===== config.mk =====
export PLATFORM = sky130hd
export DESIGN_NAME = lcbc_digit_stage
export DESIGN_NICKNAME = d
export VERILOG_FILES = /design/src/rtl/lcbc_pkg.sv /design/src/rtl/lcbc_digit_stage.sv
export SDC_FILE = /design/constraint.sdc
export NUM_CORES = 1
export LEC_CHECK = 0
export ABC_AREA = 1
export BUFFER_PORTS_ARGS = -buffer_cell sky130_fd_sc_hd__buf_4
export CORE_MARGIN = 1
export CORE_UTILIZATION = 55
export CTS_BUF_LIST = sky130_fd_sc_hd__clkbuf_16
export DETAILED_ROUTE_END_ITERATION = 10
export GPL_TIMING_DRIVEN = 1
export PLACE_DENSITY_LB_ADDON = 0.15
export SYNTH_ARGS = -nofsm -noshare
export SYNTH_HDL_FRONTEND = slang
export SYNTH_SLANG_ARGS = --single-unit
export TNS_END_PERCENT = 30

===== constraint.sdc =====
create_clock -name clk -period 6.6 [get_ports clk]
set_input_delay 0.66 -clock clk [delete_from_list [all_inputs] [get_ports clk]]
set_output_delay 0.66 -clock clk [all_outputs]
set_load 0.01 [all_outputs]

===== src/rtl/lcbc_pkg.sv =====
`timescale 1ns / 1ps
// ----------------------------------------------------------------------------
// lcbc_pkg
// Shared types, brand codes and constants for the card brand checker.
// ----------------------------------------------------------------------------
package lcbc_pkg;

  localparam int unsigned NumWidth   = 63;
  localparam int unsigned NumDigits  = 19;
  localparam int unsigned CountWidth = 5;
  localparam int unsigned DigitWidth = 4;

  // Card lengths and leading digits used for classification
  localparam logic [CountWidth-1:0] LenVisaShort  = 5'd13;
  localparam logic [CountWidth-1:0] LenAmex       = 5'd15;
  localparam logic [CountWidth-1:0] LenLong       = 5'd16;
  localparam logic [DigitWidth-1:0] LeadVisa      = 4'd4;
  localparam logic [DigitWidth-1:0] LeadAmexHi    = 4'd3;
  localparam logic [DigitWidth-1:0] LeadAmexLoA   = 4'd4;
  localparam logic [DigitWidth-1:0] LeadAmexLoB   = 4'd7;
  localparam logic [DigitWidth-1:0] LeadMcHi      = 4'd5;
  localparam logic [DigitWidth-1:0] LeadMcLoMin   = 4'd1;
  localparam logic [DigitWidth-1:0] LeadMcLoMax   = 4'd5;

  typedef enum logic [1:0] {
    BRAND_INVALID    = 2'd0,
    BRAND_AMEX       = 2'd1,
    BRAND_MASTERCARD = 2'd2,
    BRAND_VISA       = 2'd3
  } brand_t;

  // One in-flight item of the digit pipeline
  typedef struct packed {
    logic                  valid;
    logic [NumWidth-1:0]   rest;
    logic [DigitWidth-1:0] sum;      // Luhn sum mod 10
    logic [CountWidth-1:0] count;    // 0 until the first nonzero digit
    logic [DigitWidth-1:0] lead_hi;
    logic [DigitWidth-1:0] lead_lo;
  } stage_t;

  typedef struct packed {
    logic                  valid;
    brand_t                brand;
    logic                  checksum_ok;
    logic [CountWidth-1:0] digit_count;
  } result_t;

  function automatic logic [63:0] pow10(input int unsigned n);
    logic [63:0] p;
    p = 64'd1;
    for (int unsigned i = 0; i < n; i++) begin
      p = p * 64'd10;
    end
    return p;
  endfunction

endpackage


===== src/rtl/lcbc_digit_stage.sv =====
`timescale 1ns / 1ps
// ----------------------------------------------------------------------------
// lcbc_digit_stage
// Extracts the decimal digit at one fixed position and folds it into the
// Luhn sum, digit count and leading-digit capture.
// ----------------------------------------------------------------------------
module lcbc_digit_stage #(
  parameter int unsigned POS = 0
) (
  input  logic              clk,
  input  logic              rst,
  input  logic              en,
  input  lcbc_pkg::stage_t  d,
  output lcbc_pkg::stage_t  q
);

  localparam logic [63:0] Weight = lcbc_pkg::pow10(POS);

  logic [lcbc_pkg::DigitWidth-1:0] digit;
  logic [63:0]                     sub;
  logic [lcbc_pkg::DigitWidth-1:0] luhn_digit;
  logic [lcbc_pkg::DigitWidth:0]   sum_raw;
  lcbc_pkg::stage_t                nxt;

  // Largest multiple of the position weight that still fits in the rest
  always_comb begin
    digit = '0;
    sub   = '0;
    for (int unsigned k = 1; k < 10; k++) begin
      if ({1'b0, d.rest} >= 64'(k) * Weight) begin
        digit = lcbc_pkg::DigitWidth'(k);
        sub   = 64'(k) * Weight;
      end
    end
  end

  always_comb begin
    luhn_digit = digit;
    if (POS % 2 == 1) begin
      if (digit >= 4'd5) begin
        luhn_digit = lcbc_pkg::DigitWidth'({digit, 1'b0} - 5'd9);
      end else begin
        luhn_digit = lcbc_pkg::DigitWidth'({digit, 1'b0});
      end
    end
    sum_raw = {1'b0, d.sum} + {1'b0, luhn_digit};

    nxt       = d;
    nxt.rest  = d.rest - sub[lcbc_pkg::NumWidth-1:0];
    nxt.sum   = (sum_raw >= 5'd10) ? lcbc_pkg::DigitWidth'(sum_raw - 5'd10)
                                   : sum_raw[lcbc_pkg::DigitWidth-1:0];
    if (d.count == '0 && digit != '0) begin
      nxt.count   = lcbc_pkg::CountWidth'(POS + 1);
      nxt.lead_hi = digit;
    end
    if (d.count == lcbc_pkg::CountWidth'(POS + 2)) begin
      nxt.lead_lo = digit;
    end
  end

  always_ff @(posedge clk) begin
    if (rst) begin
      q.valid <= 1'b0;
    end else if (en) begin
      q.valid <= nxt.valid;
    end
  end

  always_ff @(posedge clk) begin
    if (en) begin
      q.rest    <= nxt.rest;
      q.sum     <= nxt.sum;
      q.count   <= nxt.count;
      q.lead_hi <= nxt.lead_hi;
      q.lead_lo <= nxt.lead_lo;
    end
  end

endmodule


Word level (Yosys, flattened, before mapping)
Cells that the tools add are included.
{ "totals": {"ff_bits": 81, "input_bits": 84, "wordCells": 44} }
{ "classes": {"addsub": 3, "magnitude_cmp": 10, "eq_ne": 1, "mux": 21, "reduce_logical": 3} }
{ "op_table": {"columns": ["op", "count"], "rows": [
  ["63-bit 2-to-1 mux", 8],
  ["63-bit by 3-bit >= comparator with 1-bit output, second input constant", 4],
  ["63-bit by 2-bit >= comparator with 1-bit output, second input constant", 2],
  ["63-bit by 4-bit >= comparator with 1-bit output, second input constant", 2],
  ["63-bit by 1-bit >= comparator with 1-bit output, second input constant", 1],
  ["63-bit subtractor", 1],
  ["4-bit 2-to-1 mux", 11],
  ["4-bit by 4-bit adder with 5-bit output", 1],
  ["5-bit by 2-bit equality test with 1-bit output, second input constant", 1],
  ["5-bit by 4-bit >= comparator with 1-bit output, second input constant", 1],
  ["5-bit logical NOT", 1],
  ["4-bit nonzero test", 1],
  ["4-bit subtractor, second input constant", 1],
  ["1-bit 2-to-1 mux", 2],
  ["1-bit logical AND", 1]
]} }

Depth between registers and ports, before layout
{ "depth": {"word_depth": 13, "depth_mapped": 22, "ltp_nobuf": 22} }

Least setup slack after synthesis
No wires, ideal clock.
{ "synth_timing": {"kind": "input port to flip-flop", "start": "in d[52] in the netlist's numbering", "end": "reg q[16] in the netlist's numbering, data pin", "setup_time_ns": 0.261, "arrival_time_ns": 3.018, "setup_slack_ns": 3.321, "stages": 20, "n_path_buf": 0, "path_cell_list": "nor2_1 > nand2_1 > nor2_2 > nand2_2 > nor2_4 > inv_1 > nor2_1 > nand2_1 > nand2_1 > nand2_2 > ha_1 > fa_1 > xor2_1 > inv_1 > ha_1 > inv_1 > o21ai_0 > nand3_1 > nand2_1 > xnor2_1"} }
{ "synth_lines": {"columns": ["item", "line_no", "text"], "rows": [
  ["from (decl)", "lcbc_digit_stage.sv:13", "input lcbc_pkg::stage_t d,"],
  ["to (decl)", "lcbc_digit_stage.sv:14", "output lcbc_pkg::stage_t q"]
]} }

==> out/metrics.cfg <==
[floorplan]
die_w_um=94.8
initial_core_util_pct=57.4
io_pins=165
rows=33
coreArea_um2=8260
die_area_um2=8990
chipHeight_um=94.8

[worst_hold_path]
min-delay-start=rst
hold_class=in2reg
min_to=q[80]
min_path_cells=2

[placement]
dp.cells=762
globalplace.congestion=0.915
dp_hpwl_um=9210
post-place-ws_ns=2.81
portBuffers=164

[cts]
cts_max_level=3
post_cts_buffers=0
cts_sinks=81
clock_latency_ns=0.32
path_clk_slew_ns=0.06
ctsResizeCount=0
cts_root_buf=clkbuf_16
cts_tree=built
numCtsBuffers=9
holdBufCountCts=0
cts_buffer_depth=2

[pwr]
internal_power_uw=1050
switchingPower_uw=316
combPwrFrac_pct=16.7
pwr-share-clk_pct=37.3
peakVddDrop_v=0.000162
swShare_pct=23.1
p_per_area_nw_per_um2=214
p_seq_share_pct=46.0
leakagePower_uw=0.00271

[yosys]
yosysTopAreaCell=edfxtp_1
synth.most_common_cell=nor2_1
synth_area_um2=4740
synth_fa_ha_area_share_pct=3.22
syn_nets=592
syn_avg_cell_area_um2=9.53
synthSimpleGateAreaFrac_pct=26.8
synthTopCellsByArea=edfxtp_1 (51%), xor2_1 (7.6%), nor2_1 (7.5%)
async_flop_share_pct=0
syn-instance-count=497
synth_top_family_by_area=simple AND/OR/NAND/NOR gates
ys.flop_type=edfxtp_1
yosys.cell_types.count=34
ys_warn_count=0
ys_seq_area_share_pct=51.1
synth_edf_count=80
synth_commonest_cells=nor2_1 (95), nand2_1 (88), edfxtp_1 (80)
synth.ff_latch_count=81
synth_compound_area_share_pct=2.17
synth-xor-area-share_pct=12.0
synth_top_area_share_pct=50.7
synthMuxAreaShare_pct=0.211

[layout]
final_layout_size_suffix_gt1_share_pct=33.2
syn_to_final_growth_pct=34.8
antenna_cells=0
nets=763
stdcell_count=777
reg.largest.list=q x81
largest_reg_flops=81
largest_register=q
fillers=604

[worst_setup_path]
end_kind=register
rr_startpoint=q[80]
cp-start-kind=primary input
critPathKind=in2reg
r2r.worst_path.cells=2
crit_top_cell=nand2_1
reg2reg_to=q[80]
reg2reg_setup_slack_ns=6.01
path_buf_inv=4
crit_path_top_delay_cell=fa_1
cp_cell_sequence=buf_4 -> nor2_1 -> nand2_1 -> nor2_2 -> nand2_2 -> nor2_4 -> inv_1 -> nor2_1 -> nand2_1 -> nand2_1 -> nand2_2 -> ha_1 -> fa_1 -> xor2_1 -> inv_1 -> ha_1 -> inv_1 -> o21ai_0 -> nand3_1 -> nand2_1 -> xnor2_1
cp.required_ns=6.67
slowest_delay_ns=0.41
path_delay_family=simple AND/OR/NAND/NOR gates
worstPathArrival_ns=3.53
worstPathMaxFanout=4

[routing]
routed_via_density=5.19
post-route-drc-count=0
vias=4029
ant_nets=0
wirelength_um=11700
wl_per_cell_um=15.1
drt-pass1-iter-count=4
drt_iter0_drc=203

[sta]
hold_slack_ns=0.482
period_minus_slack_ns=3.46
worstMarginPinSlew_ns=1.04
finalClockSkew_ns=0
grt_setup_unrepaired=no
slew_viol_final=0
setup-tns-final_ns=0
max_freq_mhz=289
setup_violations=0
max_slew_margin_pct=30.8
final-hold-violation-count=0
setup_ws_ns=3.14
timing.final.crit_share_pct=52.4

[global_routing]
grt_pass1_wl_um=17900
track_usage_pct=26.1
grt_pass1_vias=3888
gr-total-overflow=0
grt_antenna_before_repair=0
grt_max_degree=82

[flow_run]
cap_violations=0

[run_status]
outcome=completed

## stage by stage
step / power, µW / util (%) / area (µm²)
after floorplan: 724 / - / 4740
after global placement: 860 / 73.7 / 6090
after detailed placement: 867 / 73.7 / 6090
after CTS: 1370 / 77.3 / 6390
after global routing: 1410 / 77.3 / 6390
final: 1370 / 77.3 / 6390
## worst reg2reg max path, delay by kind of cell (launching register included)
kind             cells  cell delay [ns]
and+or+nand+nor      1             0.05
DFF                  1             0.31
muxes                1             0.12
## power groups by stage
stage | logic [µW] | registers, µW | clock network (µW)
detailed placement | 227 | 640 | 0
floorplan | 61.4 | 662 | 0
CTS | 228 | 630 | 513
global route | 246 | 633 | 534
finish | 228 | 629 | 510
global placement | 221 | 639 | 0
## cell type report
cell class                 instances  area [µm²]  area share, %
multi-input combinational        360        2110           33.0
inverter                          52         195           3.06
clock inverter                     6        75.1           1.18
clock buffer                       9         225           3.53
timing repair buffer             164        1230           19.3
sequential                        81        2420           37.9
tap                              105         131           2.06
## worst max path at each step
stage | startpoint | to | cells past startpoint
5_1_grt | d[47] | q[16] | 21
3_3_place_gp | d[52] | q[16] | 21
2_1_floorplan | d[52] | q[16] | 20
6_report | d[52] | q[16] | 21
4_1_cts | d[52] | q[16] | 21
3_5_place_dp | d[52] | q[16] | 21
## kinds of logic (layout without fill, tap and decap cells)
logic type / after synthesis / count (layout)
adder cells (fa/ha/maj): 11 / 11
buffers and inverters: 56 / 231
AND/OR/NAND/NOR: 266 / 266
multiplexers: 1 / 1
flip-flops: 81 / 81
XOR/XNOR: 65 / 65
AO/OA/AOI/OAI: 17 / 17
## cells in the final DEF, fill, tap and decap left out, drive strengths merged, types with 7 or more instances in the layout
| cell type | instances |
|---|---|
| a21oi | 7 |
| nand2 | 100 |
| xnor2 | 24 |
| o21ai | 9 |
| xor2 | 41 |
| buf | 164 |
| inv | 53 |
| edfxtp | 80 |
| ha | 9 |
| nand4 | 7 |
| clkbuf | 9 |
| nand3 | 18 |
| nor2 | 118 |
| nor4 | 8 |
| nor3 | 10 |
## routing by layer
layer  GRT usage, %  vias up  part of all wire (%)
met4           11.1        0                   2.3
met3           3.70       26                   7.5
li1               -     1967                     -
met1           33.4     1851                    42
met5              0        -                     0
met2           44.0      185                    49
(Power assumes the default switching activity.)
