## src/rtl/lcbc_pkg.sv

```systemverilog
`timescale 1ns / 1ps
// ----------------------------------------------------------------------------
// lcbc_pkg
// Shared types, brand codes and constants for the card brand checker.
// ----------------------------------------------------------------------------
package lcbc_pkg;

  localparam int unsigned NumWidth   = 63;
  localparam int unsigned NumDigits  = 19;
  localparam int unsigned CountWidth = 5;
  localparam int unsigned DigitWidth = 4;

  // Card lengths and leading digits used for classification
  localparam logic [CountWidth-1:0] LenVisaShort  = 5'd13;
  localparam logic [CountWidth-1:0] LenAmex       = 5'd15;
  localparam logic [CountWidth-1:0] LenLong       = 5'd16;
  localparam logic [DigitWidth-1:0] LeadVisa      = 4'd4;
  localparam logic [DigitWidth-1:0] LeadAmexHi    = 4'd3;
  localparam logic [DigitWidth-1:0] LeadAmexLoA   = 4'd4;
  localparam logic [DigitWidth-1:0] LeadAmexLoB   = 4'd7;
  localparam logic [DigitWidth-1:0] LeadMcHi      = 4'd5;
  localparam logic [DigitWidth-1:0] LeadMcLoMin   = 4'd1;
  localparam logic [DigitWidth-1:0] LeadMcLoMax   = 4'd5;

  typedef enum logic [1:0] {
    BRAND_INVALID    = 2'd0,
    BRAND_AMEX       = 2'd1,
    BRAND_MASTERCARD = 2'd2,
    BRAND_VISA       = 2'd3
  } brand_t;

  // One in-flight item of the digit pipeline
  typedef struct packed {
    logic                  valid;
    logic [NumWidth-1:0]   rest;
    logic [DigitWidth-1:0] sum;      // Luhn sum mod 10
    logic [CountWidth-1:0] count;    // 0 until the first nonzero digit
    logic [DigitWidth-1:0] lead_hi;
    logic [DigitWidth-1:0] lead_lo;
  } stage_t;

  typedef struct packed {
    logic                  valid;
    brand_t                brand;
    logic                  checksum_ok;
    logic [CountWidth-1:0] digit_count;
  } result_t;

  function automatic logic [63:0] pow10(input int unsigned n);
    logic [63:0] p;
    p = 64'd1;
    for (int unsigned i = 0; i < n; i++) begin
      p = p * 64'd10;
    end
    return p;
  endfunction

endpackage

```

## src/rtl/lcbc_classify.sv

```systemverilog
`timescale 1ns / 1ps
// ----------------------------------------------------------------------------
// lcbc_classify
// Decides the brand from length, leading digits and the Luhn sum.
// ----------------------------------------------------------------------------
module lcbc_classify (
  input  logic              clk,
  input  logic              rst,
  input  logic              en,
  input  lcbc_pkg::stage_t  d,
  output lcbc_pkg::result_t q
);

  logic             ok;
  lcbc_pkg::brand_t brand;

  always_comb begin
    ok    = (d.sum == '0);
    brand = lcbc_pkg::BRAND_INVALID;
    if (ok) begin
      case (d.count)
        lcbc_pkg::LenVisaShort: begin
          if (d.lead_hi == lcbc_pkg::LeadVisa) brand = lcbc_pkg::BRAND_VISA;
        end
        lcbc_pkg::LenAmex: begin
          if (d.lead_hi == lcbc_pkg::LeadAmexHi &&
              (d.lead_lo == lcbc_pkg::LeadAmexLoA || d.lead_lo == lcbc_pkg::LeadAmexLoB)) begin
            brand = lcbc_pkg::BRAND_AMEX;
          end
        end
        lcbc_pkg::LenLong: begin
          if (d.lead_hi == lcbc_pkg::LeadVisa) begin
            brand = lcbc_pkg::BRAND_VISA;
          end else if (d.lead_hi == lcbc_pkg::LeadMcHi &&
                       d.lead_lo inside {[lcbc_pkg::LeadMcLoMin:lcbc_pkg::LeadMcLoMax]}) begin
            brand = lcbc_pkg::BRAND_MASTERCARD;
          end
        end
        default: brand = lcbc_pkg::BRAND_INVALID;
      endcase
    end
  end

  always_ff @(posedge clk) begin
    if (rst) begin
      q.valid <= 1'b0;
    end else if (en) begin
      q.valid <= d.valid;
    end
  end

  always_ff @(posedge clk) begin
    if (en) begin
      q.brand       <= brand;
      q.checksum_ok <= ok;
      q.digit_count <= d.count;
    end
  end

endmodule

```

## config.mk

```make
export PLATFORM = sky130hd
export DESIGN_NAME = lcbc_classify
export DESIGN_NICKNAME = d
export VERILOG_FILES = /design/src/rtl/lcbc_pkg.sv /design/src/rtl/lcbc_classify.sv
export SDC_FILE = /design/constraint.sdc
export NUM_CORES = 1
export LEC_CHECK = 0
export BUFFER_PORTS_ARGS = -buffer_cell sky130_fd_sc_hd__buf_2
export CAP_MARGIN = 20
export CORE_MARGIN = 2
export CORE_UTILIZATION = 25
export DETAILED_ROUTE_END_ITERATION = 8
export PLACE_DENSITY_LB_ADDON = 0.05
export SLEW_MARGIN = 20
export SYNTH_ARGS = -nofsm -noshare
export SYNTH_HDL_FRONTEND = slang
export SYNTH_SLANG_ARGS = --single-unit
```

## constraint.sdc

```tcl
create_clock -name clk -period 2.55 [get_ports clk]
set_input_delay 0.3825 -clock clk [delete_from_list [all_inputs] [get_ports clk]]
set_output_delay 0.3825 -clock clk [all_outputs]
set_load 0.02 [all_outputs]
```

---- After elaboration in Yosys (flattened, before gate mapping) ----
Index checks and enable logic that the tools add are counted.
storage, ports and cells
  output and inout bits ................... 9
  bits in registers ....................... 9
operators by class
  eq/ne operators ......................... 8
  reductions and logical operators ........ 5
  muxes and demuxes ....................... 5
  magnitude comparators ................... 2
operator list
  kind                                                                    count
  4-bit by 3-bit == test with 1-bit output (second input constant)        4
  5-bit by 4-bit == test with 1-bit output (second input constant)        2
  2-bit two-way mux                                                       3
  2-bit case mux with 3 select lines                                      1
  5-bit == test (second input constant)                                   1
  4-bit by 2-bit == test with 1-bit output (second input constant)        1
  4-bit by 1-bit >= comparator with 1-bit output (second input constant)  1
  4-bit by 3-bit <= comparator with 1-bit output (second input constant)  1
  4-bit logical NOT                                                       1
  1-bit logical AND                                                       3
  1-bit logical OR                                                        1
  1-bit two-way mux                                                       1

---- Logic depth before layout (Yosys ltp) ----
  depth in word-level cells ............... 6
  gate-level depth with buffers ........... 4
  gate-level depth less buffers ........... 4

---- Worst setup path after synthesis ----
OpenSTA, ideal clock, no wires.
  path kind ............................... in2reg
  start ................................... input d[14] (netlist name)
  end ..................................... register q[7] (netlist name) (data pin)
  stages on the path ...................... 4
  setup slack ............................. 1.279 ns
  arrival ................................. 1.131 ns
  library setup time ...................... 0.141 ns
  path buffers ............................ 0
  data required time ...................... 2.409 ns
  path through ............................ or4_4 -> clkinv_2 -> o211ai_2 -> a21oi_2
on the way
  longest elaborated chain between the ends .. 1
RTL lines
  element            RTL line             text
  start, declared    lcbc_classify.sv:10  input lcbc_pkg::stage_t d,
  4-bit logical NOT  lcbc_classify.sv:18  ok = (d.sum == '0);
  net ok             lcbc_classify.sv:14  logic ok;
  end, declared      lcbc_classify.sv:11  output lcbc_pkg::result_t q
The timed path passes the listed nets, and every way through them passes these cells.
A chain may end at the register's enable or synchronous reset.

---- Final worst setup path ----
  start ................................... input d[8] (netlist name)
  end ..................................... register q[6] (netlist name) (data pin)
on the way
  longest elaborated chain between the ends .. 2
  elaborated cells on any way between the ends .. 4
RTL lines
  element                                                                           RTL line             text
  5-bit == test / 5-bit by 4-bit == test with 1-bit output (equally long branches)  lcbc_classify.sv:21  case (d.count)
  2-bit case mux with 3 select lines (*)                                            lcbc_classify.sv:21
Mark *: on every way between the ends. The rest lies on a longest branch, timed or not.

==> results_dict.tcl <==
set metrics [dict create \
    design.final.nets 150 \
    hold_buffers 0 \
    globalplace.congestion 0.714 \
    finalClockSkew_ps 0 \
    largest_register_by_flop_count "q" \
    synthesis.area_per_instance_um2 14.2 \
    critical_path_class "primary input to register" \
    remaining_drc_errors 0 \
    crit_end "q[6]" \
    first_global_vias 325 \
    slew-limit-headroom 0.759 \
    cts_resized 0 \
    final_layout_size_suffix_gt1_frac 0.585 \
    routedWlPerCell_um 10.0 \
    drv_cap 0 \
    tightestPinTransition_ps 359 \
    vias_per_cell 4.31 \
    worst_r2r_endpoint "q[8]" \
    timing.setup.tns_ps 0 \
    syn-cell-area_um2 455 \
    synth_warnings 0 \
    core.rowCount 15 \
    final-setup-viol-count 0 \
    number_of_distinct_library_cells_after_synthesis 20 \
    postCtsSetupBuffers 0 \
    clock-root-buffer "sky130_fd_sc_hd__clkbuf_4" \
    worst-r2r-cell-count 2 \
    cp-start-kind "primary input" \
    dp.cells 86 \
    synth.net_count 116 \
    timing.hold.worst.class "primary input to register" \
    starting_density_of_the_core 0.264 \
    port_buffers 29 \
    areaGrowthSynthToFinish_pct 44.5 \
    multi_input_comb_area_um2 183 \
    synth_area_leaders "sky130_fd_sc_hd__edfxtp_1 53%, sky130_fd_sc_hd__nor4b_4 10%, sky130_fd_sc_hd__dfxtp_1 4.4%" \
    path_max_fanout 5 \
    critPathRequiredTime_ps 2630 \
    die_w_um 46.7 \
    setup_repair_after_global_routing_missed_its_margin "false" \
    cpMaxStageDelayCell "sky130_fd_sc_hd__nor4b_4" \
    synth_top_cell_area_share 0.527 \
    leakage_nw 0.288 \
    die_height_um 46.7 \
    crit-reg2reg-launch "q[8]" \
    final.period_utilization 0.467 \
    grt_pass1_wl_um 1370 \
    antenna_found_initial 0 \
    detailroute.via_count 388 \
    ant_nets 0 \
    area.sequential_um2 260 \
    clock_insertion_delay_worst_skew_ps 250 \
    design.portCount 93 \
    clk_path_buf_depth 2 \
    rrSetupSlack_ps 1980 \
    status "complete, no violations" \
    top_regs "q (9)" \
    synth_seq_cells 9 \
    slew_violations 0 \
    netlist_instances 32 \
    finalHoldViolCount 0 \
    largest_register_ffs 9 \
    antenna_cells_inserted 0 \
    cts-buffers-inserted 3 \
    nFillCells 184 \
    worst-endpoint-arrival_ps 1270 \
    detail_route.wirelength_um 903 \
    hpwlAfterDp_um 765 \
    synthDominantAreaCellType "sky130_fd_sc_hd__edfxtp_1" \
    pwr_dens_nw_per_um2 515 \
    cts_tree "yes" \
    crit_path_start "d[8]" \
    fin_crit_ps 1190 \
    clk_pin_slew_worst_paths_ps 60 \
    endpoint_kind "register" \
    initialDrtViolationCount 4 \
    grt_max_degree 10 \
    seq_area_frac_synth 0.571 \
    critical_path.cell_chain "buf_2, nor4b_4, a21oi_1, a211oi_1" \
    max_clock_freq_mhz 839 \
    firstDrtPassIters 4 \
    grt_util_all_layers 0.0968 \
    clock-sinks 9 \
    fp.dieArea_um2 2180 \
    max-vdd-ir-drop_mv 0.151 \
    cp_slowest_stage_delay_ps 400 \
    postLayoutCoreUtil 0.381 \
    fp.coreArea_um2 1730 \
    cts-htree-levels 1 \
    globalRouteOverflowTotal 0 \
    stdcell_count 90 \
]
metal layers:
layer / global-route usage / up-vias / part of all wire
li1: - / 197 / -
met1: 0.121 / 168 / 0.43
met2: 0.122 / 21 / 0.44
met3: 0.0431 / 2 / 0.12
met4: 0.0833 / 0 / 0.012
met5: 0 / - / 0
cell usage in the layout, fill, tap and decap left out:
master / n
sky130_fd_sc_hd__nor4b_4: 2
sky130_fd_sc_hd__nor4b_1: 1
sky130_fd_sc_hd__xnor2_1: 1
sky130_fd_sc_hd__and3_1: 1
sky130_fd_sc_hd__a22oi_1: 1
sky130_fd_sc_hd__mux2i_1: 1
sky130_fd_sc_hd__o211ai_1: 1
sky130_fd_sc_hd__dfxtp_1: 1
sky130_fd_sc_hd__nand4_1: 2
sky130_fd_sc_hd__a211oi_1: 1
sky130_fd_sc_hd__edfxtp_1: 8
sky130_fd_sc_hd__or3_1: 1
sky130_fd_sc_hd__a21oi_2: 1
sky130_fd_sc_hd__clkbuf_1: 1
sky130_fd_sc_hd__inv_1: 2
sky130_fd_sc_hd__o211ai_2: 1
sky130_fd_sc_hd__buf_2: 29
sky130_fd_sc_hd__and4b_1: 1
sky130_fd_sc_hd__or4_4: 1
sky130_fd_sc_hd__a21oi_1: 2
sky130_fd_sc_hd__nor2_1: 2
sky130_fd_sc_hd__clkbuf_4: 3
sky130_fd_sc_hd__clkinv_2: 1
cell usage after synthesis, drive strengths merged:
cell    instances
mux2i           1
or4             1
nor2            2
nor4b           3
and3            1
a21oi           3
or3             1
edfxtp          8
xnor2           1
clkinv          1
dfxtp           1
nand4           2
inv             2
a211oi          1
o211ai          2
and4b           1
a22oi           1
worst max-delay path, delay by kind of cell:
kind / cells / cell delay, ps
AOI/OAI and AO/OA: 2 / 360
buffers and inverters: 1 / 120
and+or+nand+nor: 1 / 400
how the worst min path moves through the flow:
| stage | from | endpoint | cells after the start |
|---|---|---|---|
| 2_1_floorplan | rst | q[8] | 1 |
| 6_report | rst | q[8] | 2 |
| 3_5_place_dp | q[8] | q[8] | 2 |
| 3_3_place_gp | q[8] | q[8] | 2 |
| 5_1_grt | rst | q[8] | 2 |
| 4_1_cts | rst | q[8] | 2 |
area by class of cell:
type | count | area share
well taps | 25 | 0.0475
multi-input cells | 20 | 0.278
repair buffers | 29 | 0.221
flip-flops and latches | 9 | 0.395
clock buffers | 4 | 0.0399
inverters | 3 | 0.0190
through the flow:
| stage | setup slack [ps] | total power, mW | area, um^2 | hold WS [ps] |
|---|---|---|---|---|
| after floorplan | 1280 | 0.203 | 455 | 455 |
| after global placement | 1090 | 0.237 | 632 | 477 |
| after detailed placement | 1070 | 0.236 | 632 | 483 |
| after CTS | 1330 | 0.345 | 658 | 265 |
| after global routing | 1270 | 0.361 | 658 | 261 |
| final | 1360 | 0.339 | 658 | 275 |
logic make-up after synthesis:
| kind of cell | after synthesis | share of synthesized area |
|---|---|---|
| flip-flops | 9 | 0.571 |
| AO/OA/AOI/OAI | 7 | 0.118 |
| XOR/XNOR | 1 | 0.0192 |
| multiplexers | 1 | 0.0220 |
| AND/OR/NAND/NOR | 11 | 0.242 |
| buffers and inverters | 3 | 0.0275 |
where the power goes:
part	leakage (nW)	internal (mW)	switching, mW	total, mW
Clock	0.0150	0.0601	0.0462	0.106
Sequential	0.0857	0.171	0.00190	0.173
Combinational	0.187	0.0253	0.0342	0.0594
Total	0.288	0.256	0.0823	0.339
Note: power is estimated with default switching activity, not from simulation.
