**config.mk**
```make
export PLATFORM = sky130hd
export DESIGN_NAME = lcbc_out_buf_flat
export DESIGN_NICKNAME = d
export VERILOG_FILES = /design/src/rtl/lcbc_pkg.sv /design/src/rtl/lcbc_result_if.sv /design/src/rtl/lcbc_out_buf.sv /design/src/flat_wrapper.sv
export SDC_FILE = /design/constraint.sdc
export NUM_CORES = 1
export LEC_CHECK = 0
export ABC_AREA = 1
export BUFFER_PORTS_ARGS = -buffer_cell sky130_fd_sc_hd__buf_2
export CAP_MARGIN = 15
export CORE_MARGIN = 2
export CORE_UTILIZATION = 30
export DETAILED_ROUTE_END_ITERATION = 8
export PLACE_DENSITY = 0.5
export SYNTH_ARGS = -nofsm -noshare
export SYNTH_HDL_FRONTEND = slang
export SYNTH_SLANG_ARGS = --single-unit
```
**constraint.sdc**
```tcl
create_clock -name clk -period 1.6 [get_ports clk]
set_clock_uncertainty 0.05 [all_clocks]
set_input_delay 0.16 -clock clk [delete_from_list [all_inputs] [get_ports clk]]
set_output_delay 0.16 -clock clk [all_outputs]
set_load 0.02 [all_outputs]
```
**src/rtl/lcbc_pkg.sv**
```systemverilog
`timescale 1ns / 1ps
// ----------------------------------------------------------------------------
// lcbc_pkg
// Shared types, brand codes and constants for the card brand checker.
// ----------------------------------------------------------------------------
package lcbc_pkg;

  localparam int unsigned NumWidth   = 63;
  localparam int unsigned NumDigits  = 19;
  localparam int unsigned CountWidth = 5;
  localparam int unsigned DigitWidth = 4;

  // Card lengths and leading digits used for classification
  localparam logic [CountWidth-1:0] LenVisaShort  = 5'd13;
  localparam logic [CountWidth-1:0] LenAmex       = 5'd15;
  localparam logic [CountWidth-1:0] LenLong       = 5'd16;
  localparam logic [DigitWidth-1:0] LeadVisa      = 4'd4;
  localparam logic [DigitWidth-1:0] LeadAmexHi    = 4'd3;
  localparam logic [DigitWidth-1:0] LeadAmexLoA   = 4'd4;
  localparam logic [DigitWidth-1:0] LeadAmexLoB   = 4'd7;
  localparam logic [DigitWidth-1:0] LeadMcHi      = 4'd5;
  localparam logic [DigitWidth-1:0] LeadMcLoMin   = 4'd1;
  localparam logic [DigitWidth-1:0] LeadMcLoMax   = 4'd5;

  typedef enum logic [1:0] {
    BRAND_INVALID    = 2'd0,
    BRAND_AMEX       = 2'd1,
    BRAND_MASTERCARD = 2'd2,
    BRAND_VISA       = 2'd3
  } brand_t;

  // One in-flight item of the digit pipeline
  typedef struct packed {
    logic                  valid;
    logic [NumWidth-1:0]   rest;
    logic [DigitWidth-1:0] sum;      // Luhn sum mod 10
    logic [CountWidth-1:0] count;    // 0 until the first nonzero digit
    logic [DigitWidth-1:0] lead_hi;
    logic [DigitWidth-1:0] lead_lo;
  } stage_t;

  typedef struct packed {
    logic                  valid;
    brand_t                brand;
    logic                  checksum_ok;
    logic [CountWidth-1:0] digit_count;
  } result_t;

  function automatic logic [63:0] pow10(input int unsigned n);
    logic [63:0] p;
    p = 64'd1;
    for (int unsigned i = 0; i < n; i++) begin
      p = p * 64'd10;
    end
    return p;
  endfunction

endpackage

```
**src/rtl/lcbc_result_if.sv**
```systemverilog
`timescale 1ns / 1ps
// ----------------------------------------------------------------------------
// lcbc_result_if
// Valid/ready channel carrying one brand check result.
// ----------------------------------------------------------------------------
interface lcbc_result_if;
  logic                           valid;
  logic                           ready;
  logic [1:0]                     brand;
  logic                           checksum_ok;
  logic [lcbc_pkg::CountWidth-1:0] digit_count;

  modport source (output valid, output brand, output checksum_ok, output digit_count,
                  input ready);
  modport sink (input valid, input brand, input checksum_ok, input digit_count,
                output ready);
endinterface

```
**src/rtl/lcbc_out_buf.sv**
```systemverilog
`timescale 1ns / 1ps
// ----------------------------------------------------------------------------
// lcbc_out_buf
// Output register with a skid entry; its ready is a register output.
// ----------------------------------------------------------------------------
module lcbc_out_buf (
  input  logic                 clk,
  input  logic                 rst,
  input  lcbc_pkg::result_t    up,
  output logic                 up_ready,
  lcbc_result_if.source        result
);

  logic              out_valid;
  lcbc_pkg::result_t out_data;
  logic              skid_valid;
  lcbc_pkg::result_t skid_data;
  logic              take;

  assign up_ready = !skid_valid;
  assign take     = up.valid && up_ready;

  always_ff @(posedge clk) begin
    if (rst) begin
      out_valid  <= 1'b0;
      skid_valid <= 1'b0;
    end else if (result.ready || !out_valid) begin
      if (skid_valid) begin
        out_valid  <= 1'b1;
        skid_valid <= 1'b0;
      end else begin
        out_valid <= take;
      end
    end else if (take) begin
      skid_valid <= 1'b1;
    end
  end

  always_ff @(posedge clk) begin
    if (result.ready || !out_valid) begin
      out_data <= skid_valid ? skid_data : up;
    end else if (take) begin
      skid_data <= up;
    end
  end

  assign result.valid       = out_valid;
  assign result.brand       = out_data.brand;
  assign result.checksum_ok = out_data.checksum_ok;
  assign result.digit_count = out_data.digit_count;

  // Skid entry only fills behind a held output
  a_skid_behind_out: assert property (@(posedge clk) disable iff (rst)
    skid_valid |-> out_valid)
    else $error("skid entry full while output empty");

  // A held result with a full skid entry keeps the skid entry
  a_skid_kept: assert property (@(posedge clk) disable iff (rst)
    skid_valid && !result.ready |=> skid_valid)
    else $error("skid entry dropped under stall");

endmodule

```
**src/flat_wrapper.sv**
```systemverilog
// flat-port wrapper written by rule: the top's interface ports become plain ports
module lcbc_out_buf_flat 
  (clk, rst, up, up_ready, result_valid, result_brand, result_checksum_ok, result_digit_count, result_ready);
  lcbc_result_if result_i ();
  input  logic clk;
  input  logic rst;
  input  lcbc_pkg::result_t up;
  output logic up_ready;
  output wire logic [$bits(result_i.valid)-1:0] result_valid;
  output wire logic [$bits(result_i.brand)-1:0] result_brand;
  output wire logic [$bits(result_i.checksum_ok)-1:0] result_checksum_ok;
  output wire logic [$bits(result_i.digit_count)-1:0] result_digit_count;
  input wire logic [$bits(result_i.ready)-1:0] result_ready;
  assign result_valid = result_i.valid;
  assign result_brand = result_i.brand;
  assign result_checksum_ok = result_i.checksum_ok;
  assign result_digit_count = result_i.digit_count;
  assign result_i.ready = result_ready;
  lcbc_out_buf u_core (.clk(clk), .rst(rst), .up(up), .up_ready(up_ready), .result(result_i));
endmodule
```
======== Word-level counts from Yosys, hierarchy flattened ========
Index checks and enable logic that the tools add are counted.
word-level totals
  register bits ........................... 18
  bits in latches ......................... 0
  RAM bits ................................ 0
  memory bits (read-only) ................. 0
  input bits .............................. 12
  logic and storage cells ................. 17
  memories ................................ 0
cells by class
  add/sub/neg operators ................... 0
  multipliers ............................. 0
  divide/modulo/power cells ............... 0
  magnitude comparators ................... 0
  equality and inequality tests ........... 0
  shifts and indexed selects .............. 0
  multiplexer cells ....................... 2
  bitwise operators ....................... 1
  reductions and logical operators ........ 6
operators by type and width
  kind                 count
  8-bit two-way mux    1
  1-bit logical NOT    2
  2-bit AND reduction  1
  2-bit OR reduction   1
  1-bit logical AND    1
  1-bit logical OR     1
  1-bit two-way mux    1
  1-bit NOT            1

======== Longest topological paths before layout ========
  depth in word-level cells ............... 4
  gate-level depth with buffers ........... 4
  gate-level depth less buffers ........... 3

======== Worst setup path after synthesis ========
No wires, ideal clock.
  path kind ............................... flip-flop to flip-flop
  start point ............................. reg u_core.out_valid, in the netlist u_core.result.valid
  end point ............................... reg u_core.skid_data[0] (netlist bit) (enable)
  data arrival time ....................... 1,046 ps
  required time ........................... 1,211 ps
  setup slack ............................. 166 ps
  cell stages (with the launch flop) ...... 3
  path buffers ............................ 0
  clock period less this slack ............ 1,434 ps
  path through ............................ dfxtp_1 nand2_1 nor2_2
between the ends
  cells in the longest elaborated chain, start to end .. 4
ends and longest elaborated chain
  what                                  RTL line            text
  from (decl)                           lcbc_out_buf.sv:14  logic out_valid;
  from (signal assigned)                lcbc_out_buf.sv:32  out_valid <= take;
  1-bit logical NOT                     lcbc_out_buf.sv:40  if (result.ready || !out_valid) begin
  1-bit logical OR                      lcbc_out_buf.sv:40
  1-bit NOT (no source line)            --
  2-bit AND reduction (no source line)  --
  to (signal assigned)                  lcbc_out_buf.sv:43  skid_data <= up;
  to (decl)                             lcbc_out_buf.sv:17  lcbc_pkg::result_t skid_data;
No other way between the ends.
A chain may end at the register's enable or synchronous reset.

======== Final worst setup path ========
  start point ............................. reg u_core.skid_valid
  end point ............................... reg u_core.skid_data[1] (netlist bit) (enable)
between the ends
  cells in the longest elaborated chain, start to end .. 3
ends and longest elaborated chain
  what                                  RTL line            text
  from (decl)                           lcbc_out_buf.sv:16  logic skid_valid;
  from (signal assigned)                lcbc_out_buf.sv:26  skid_valid <= 1'b0;
  from (signal assigned)                lcbc_out_buf.sv:30  skid_valid <= 1'b0;
  from (signal assigned)                lcbc_out_buf.sv:35  skid_valid <= 1'b1;
  1-bit logical NOT                     lcbc_out_buf.sv:20  assign up_ready = !skid_valid;
  1-bit logical AND                     lcbc_out_buf.sv:21  assign take = up.valid && up_ready;
  2-bit AND reduction (no source line)  --
No other way between the ends.

==> flow_metrics.py <==
metrics = {
    "global_routing": {
        "grt_pass1_wl_um": 1820,
        "antenna_found_initial": 0,
        "grt_pass1_vias": 405,
        "grt_usage_pct": 10.0,
        "grt-ovfl-total": 0,
        "grt_max_degree": 11,
    },
    "finish": {
        "final_cell_mix": "nand2_1, buf_2, edfxtp_1",
        "n_antenna_cell": 0,
        "drive_above_1_share_pct": 36.5,
        "final_common_cell": "nand2_1",
        "final_nets": 98,
        "fin_cells": 113,
        "area_growth_pct": 37.3,
    },
    "clock_network": {
        "htree_levels": 1,
        "cts_tree": "yes",
        "clock_tree.root_cell": "clkbuf_4",
        "clock-sinks": 18,
        "cts.path.max_buffers": 2,
        "path_clk_slew_ps": 100,
        "cts_buffers": 3,
        "clkLatencyLatePin_ps": 290,
        "post_cts_buffers": 0,
    },
    "worst_setup_path": {
        "cp.required_ps": 1490,
        "r2r_setup_slack_ps": 190,
        "reg2reg_depth": 3,
        "rr_startpoint": "u_core.skid_valid",
        "r2r_end": "u_core.skid_data[1]",
        "cpMaxStageDelayCell": "dfxtp_1",
        "cp-start-kind": "register",
        "path_max_fanout": 10,
        "critPathKind": "reg -> reg",
        "end_kind": "register",
        "worst_ep_arrival_time_ps": 1310,
        "crit_start": "u_core.skid_valid",
        "crit_chain": "inv_6 -> nand2_2 -> nor2_2",
        "slowest_delay_ps": 470,
    },
    "floorplan": {
        "die_width_um": 51.5,
        "core_area_um2": 2170,
        "io_pins": 22,
        "row_count": 17,
        "die_area_um2": 2650,
        "start_util_pct": 31.2,
        "die_h_um": 51.5,
    },
    "power_and_ir_drop": {
        "power_w": 0.000918,
        "switching_share_pct": 21.5,
        "p_sw_w": 0.000197,
        "p_per_area_nw_per_um2": 987,
        "seqPwrFrac_pct": 59.3,
        "p_int_w": 0.000721,
        "p_clk_share_pct": 29.6,
        "p_leak_nw": 0.403,
        "ir_drop_mv": 0.494,
        "pwr-share-comb_pct": 11.1,
    },
    "hold_path": {
        "min_to": "u_core.skid_data[1]",
        "hold_start": "up[1]",
        "min_delay_path_depth": 1,
        "hp-class": "in -> reg",
    },
    "sta": {
        "hold_viol": 0,
        "max_clock_freq_mhz": 707,
        "rsz0062_at_grt": "no",
        "setup_viol": 0,
        "finalCriticalPeriod_ps": 1410,
        "slew_headroom_pct": 68.5,
        "tightestPinTransition_ps": 472,
        "finalCritPeriodShare_pct": 88.4,
        "slew_violations": 0,
        "finalSetupTns_ps": 0,
        "fin_ws_ps": 185,
        "holdWs_ps": 24.3,
    },
    "logic_synthesis": {
        "synthTopCellsByArea": "edfxtp_1, nand2_1, dfxtp_1",
        "yosysTopAreaCell": "edfxtp_1",
        "ys_seq_area_share_pct": 76.9,
        "ys_ff_latch": 18,
        "netlist.area_leader.share_pct": 71.0,
        "syn_nets": 64,
        "syn_inst": 52,
        "synth_area_per_cell_um2": 13.0,
        "synth_cell_types": 11,
        "yosysWarnings": 0,
        "syn_area_um2": 677,
    },
    "flow_run": {
        "cap_viol_max_count": 0,
    },
    "route": {
        "firstDrtPassIters": 3,
        "post_drt_wl_per_cell_um": 9.90,
        "drc": 0,
        "vias": 448,
        "ant_nets": 0,
        "drt_wl_total_um": 1120,
        "drtIter0Drc": 11,
        "via_per_inst": 3.96,
    },
    "place": {
        "gp_routability_congestion": 0.676,
        "portBuffers": 21,
        "post-place-ws_ps": 168,
        "dp.cells": 101,
    },
    "status": {
        "run_status": "finished, final reports clean",
    },
}
-- metal layers --
metal | up-vias | wire, µm | global-route usage [%]
li1 | 237 | - | -
met1 | 196 | 523 | 12.7
met2 | 15 | 525 | 15.0
met3 | 0 | 70 | 2.87
met4 | 0 | 0 | 6.58
met5 | - | 0 | 0
-- state kept, by name, summed over array words and instances (netlist names) --
signal and count:
u_core.skid_data 8, u_core.skid_valid 1, u_core.result.digit_count 5, u_core.result.checksum_ok 1, u_core.result.valid 1, u_core.result.brand 2
-- final cells by class --
cell class	instances	area, µm²
tap	28	35.0
inverter	2	12.5
timing repair buffer	30	193
clock buffer	4	36.3
multi-input combinational	31	133
sequential	18	520
fill	227	1240
-- how the worst max path moves through the flow --
| stage | to | slack, ps | cells past startpoint |
|---|---|---|---|
| floorplan | u_core.skid_data[0] | 170 | 2 |
| CTS | u_core.skid_data[6] | 150 | 3 |
| global placement | u_core.skid_data[7] | 240 | 3 |
| finish | u_core.skid_data[1] | 190 | 3 |
| global route | u_core.skid_data[2] | 60 | 3 |
| detailed placement | u_core.skid_data[7] | 170 | 3 |
-- worst max-delay path: cells and delay by family, from the launching register on --
family / cells / cell delay, ps
buffers and inverters: 1 / 160
flip-flops: 1 / 470
AND/OR/NAND/NOR: 2 / 390
-- Yosys cell counts, drive strengths merged --
cell type / number
nand2: 26
edfxtp: 16
nor2: 3
dfxtp: 2
inv: 2
a21oi: 1
buf: 1
nand3b: 1
-- cell families after synthesis --
group                  synth area share [%]
AND/OR/NAND/NOR                        18.3
flip-flops                             76.9
buffers and inverters                  3.51
AO/OA/AOI/OAI                          1.29
-- stage by stage --
| stage | instance area [µm²] | utilization (%) |
|---|---|---|
| 2_1_floorplan | 677 | - |
| 3_3_place_gp | 813 | 37.5 |
| 3_5_place_dp | 813 | 37.5 |
| 4_1_cts | 890 | 41.0 |
| 5_1_grt | 930 | 42.8 |
| 6_report | 930 | 42.8 |
-- power by group through the flow --
stage / logic (W) / registers [W] / clock network [W]
final: 0.000102 / 0.000544 / 0.000271
after global routing: 0.000112 / 0.000547 / 0.000310
after CTS: 0.0000962 / 0.000545 / 0.000286
after detailed placement: 0.0000886 / 0.000556 / 0
after global placement: 0.0000893 / 0.000555 / 0
after floorplan: 0.0000259 / 0.000579 / 0
-- what timing repair did --
item,4_1_cts,5_1_grt
gates resized for setup,0,0
hold endpoints to repair,4,4
hold buffers,4,4
setup endpoints to repair,0,0
No activity file was read; power rests on OpenSTA's default activity.
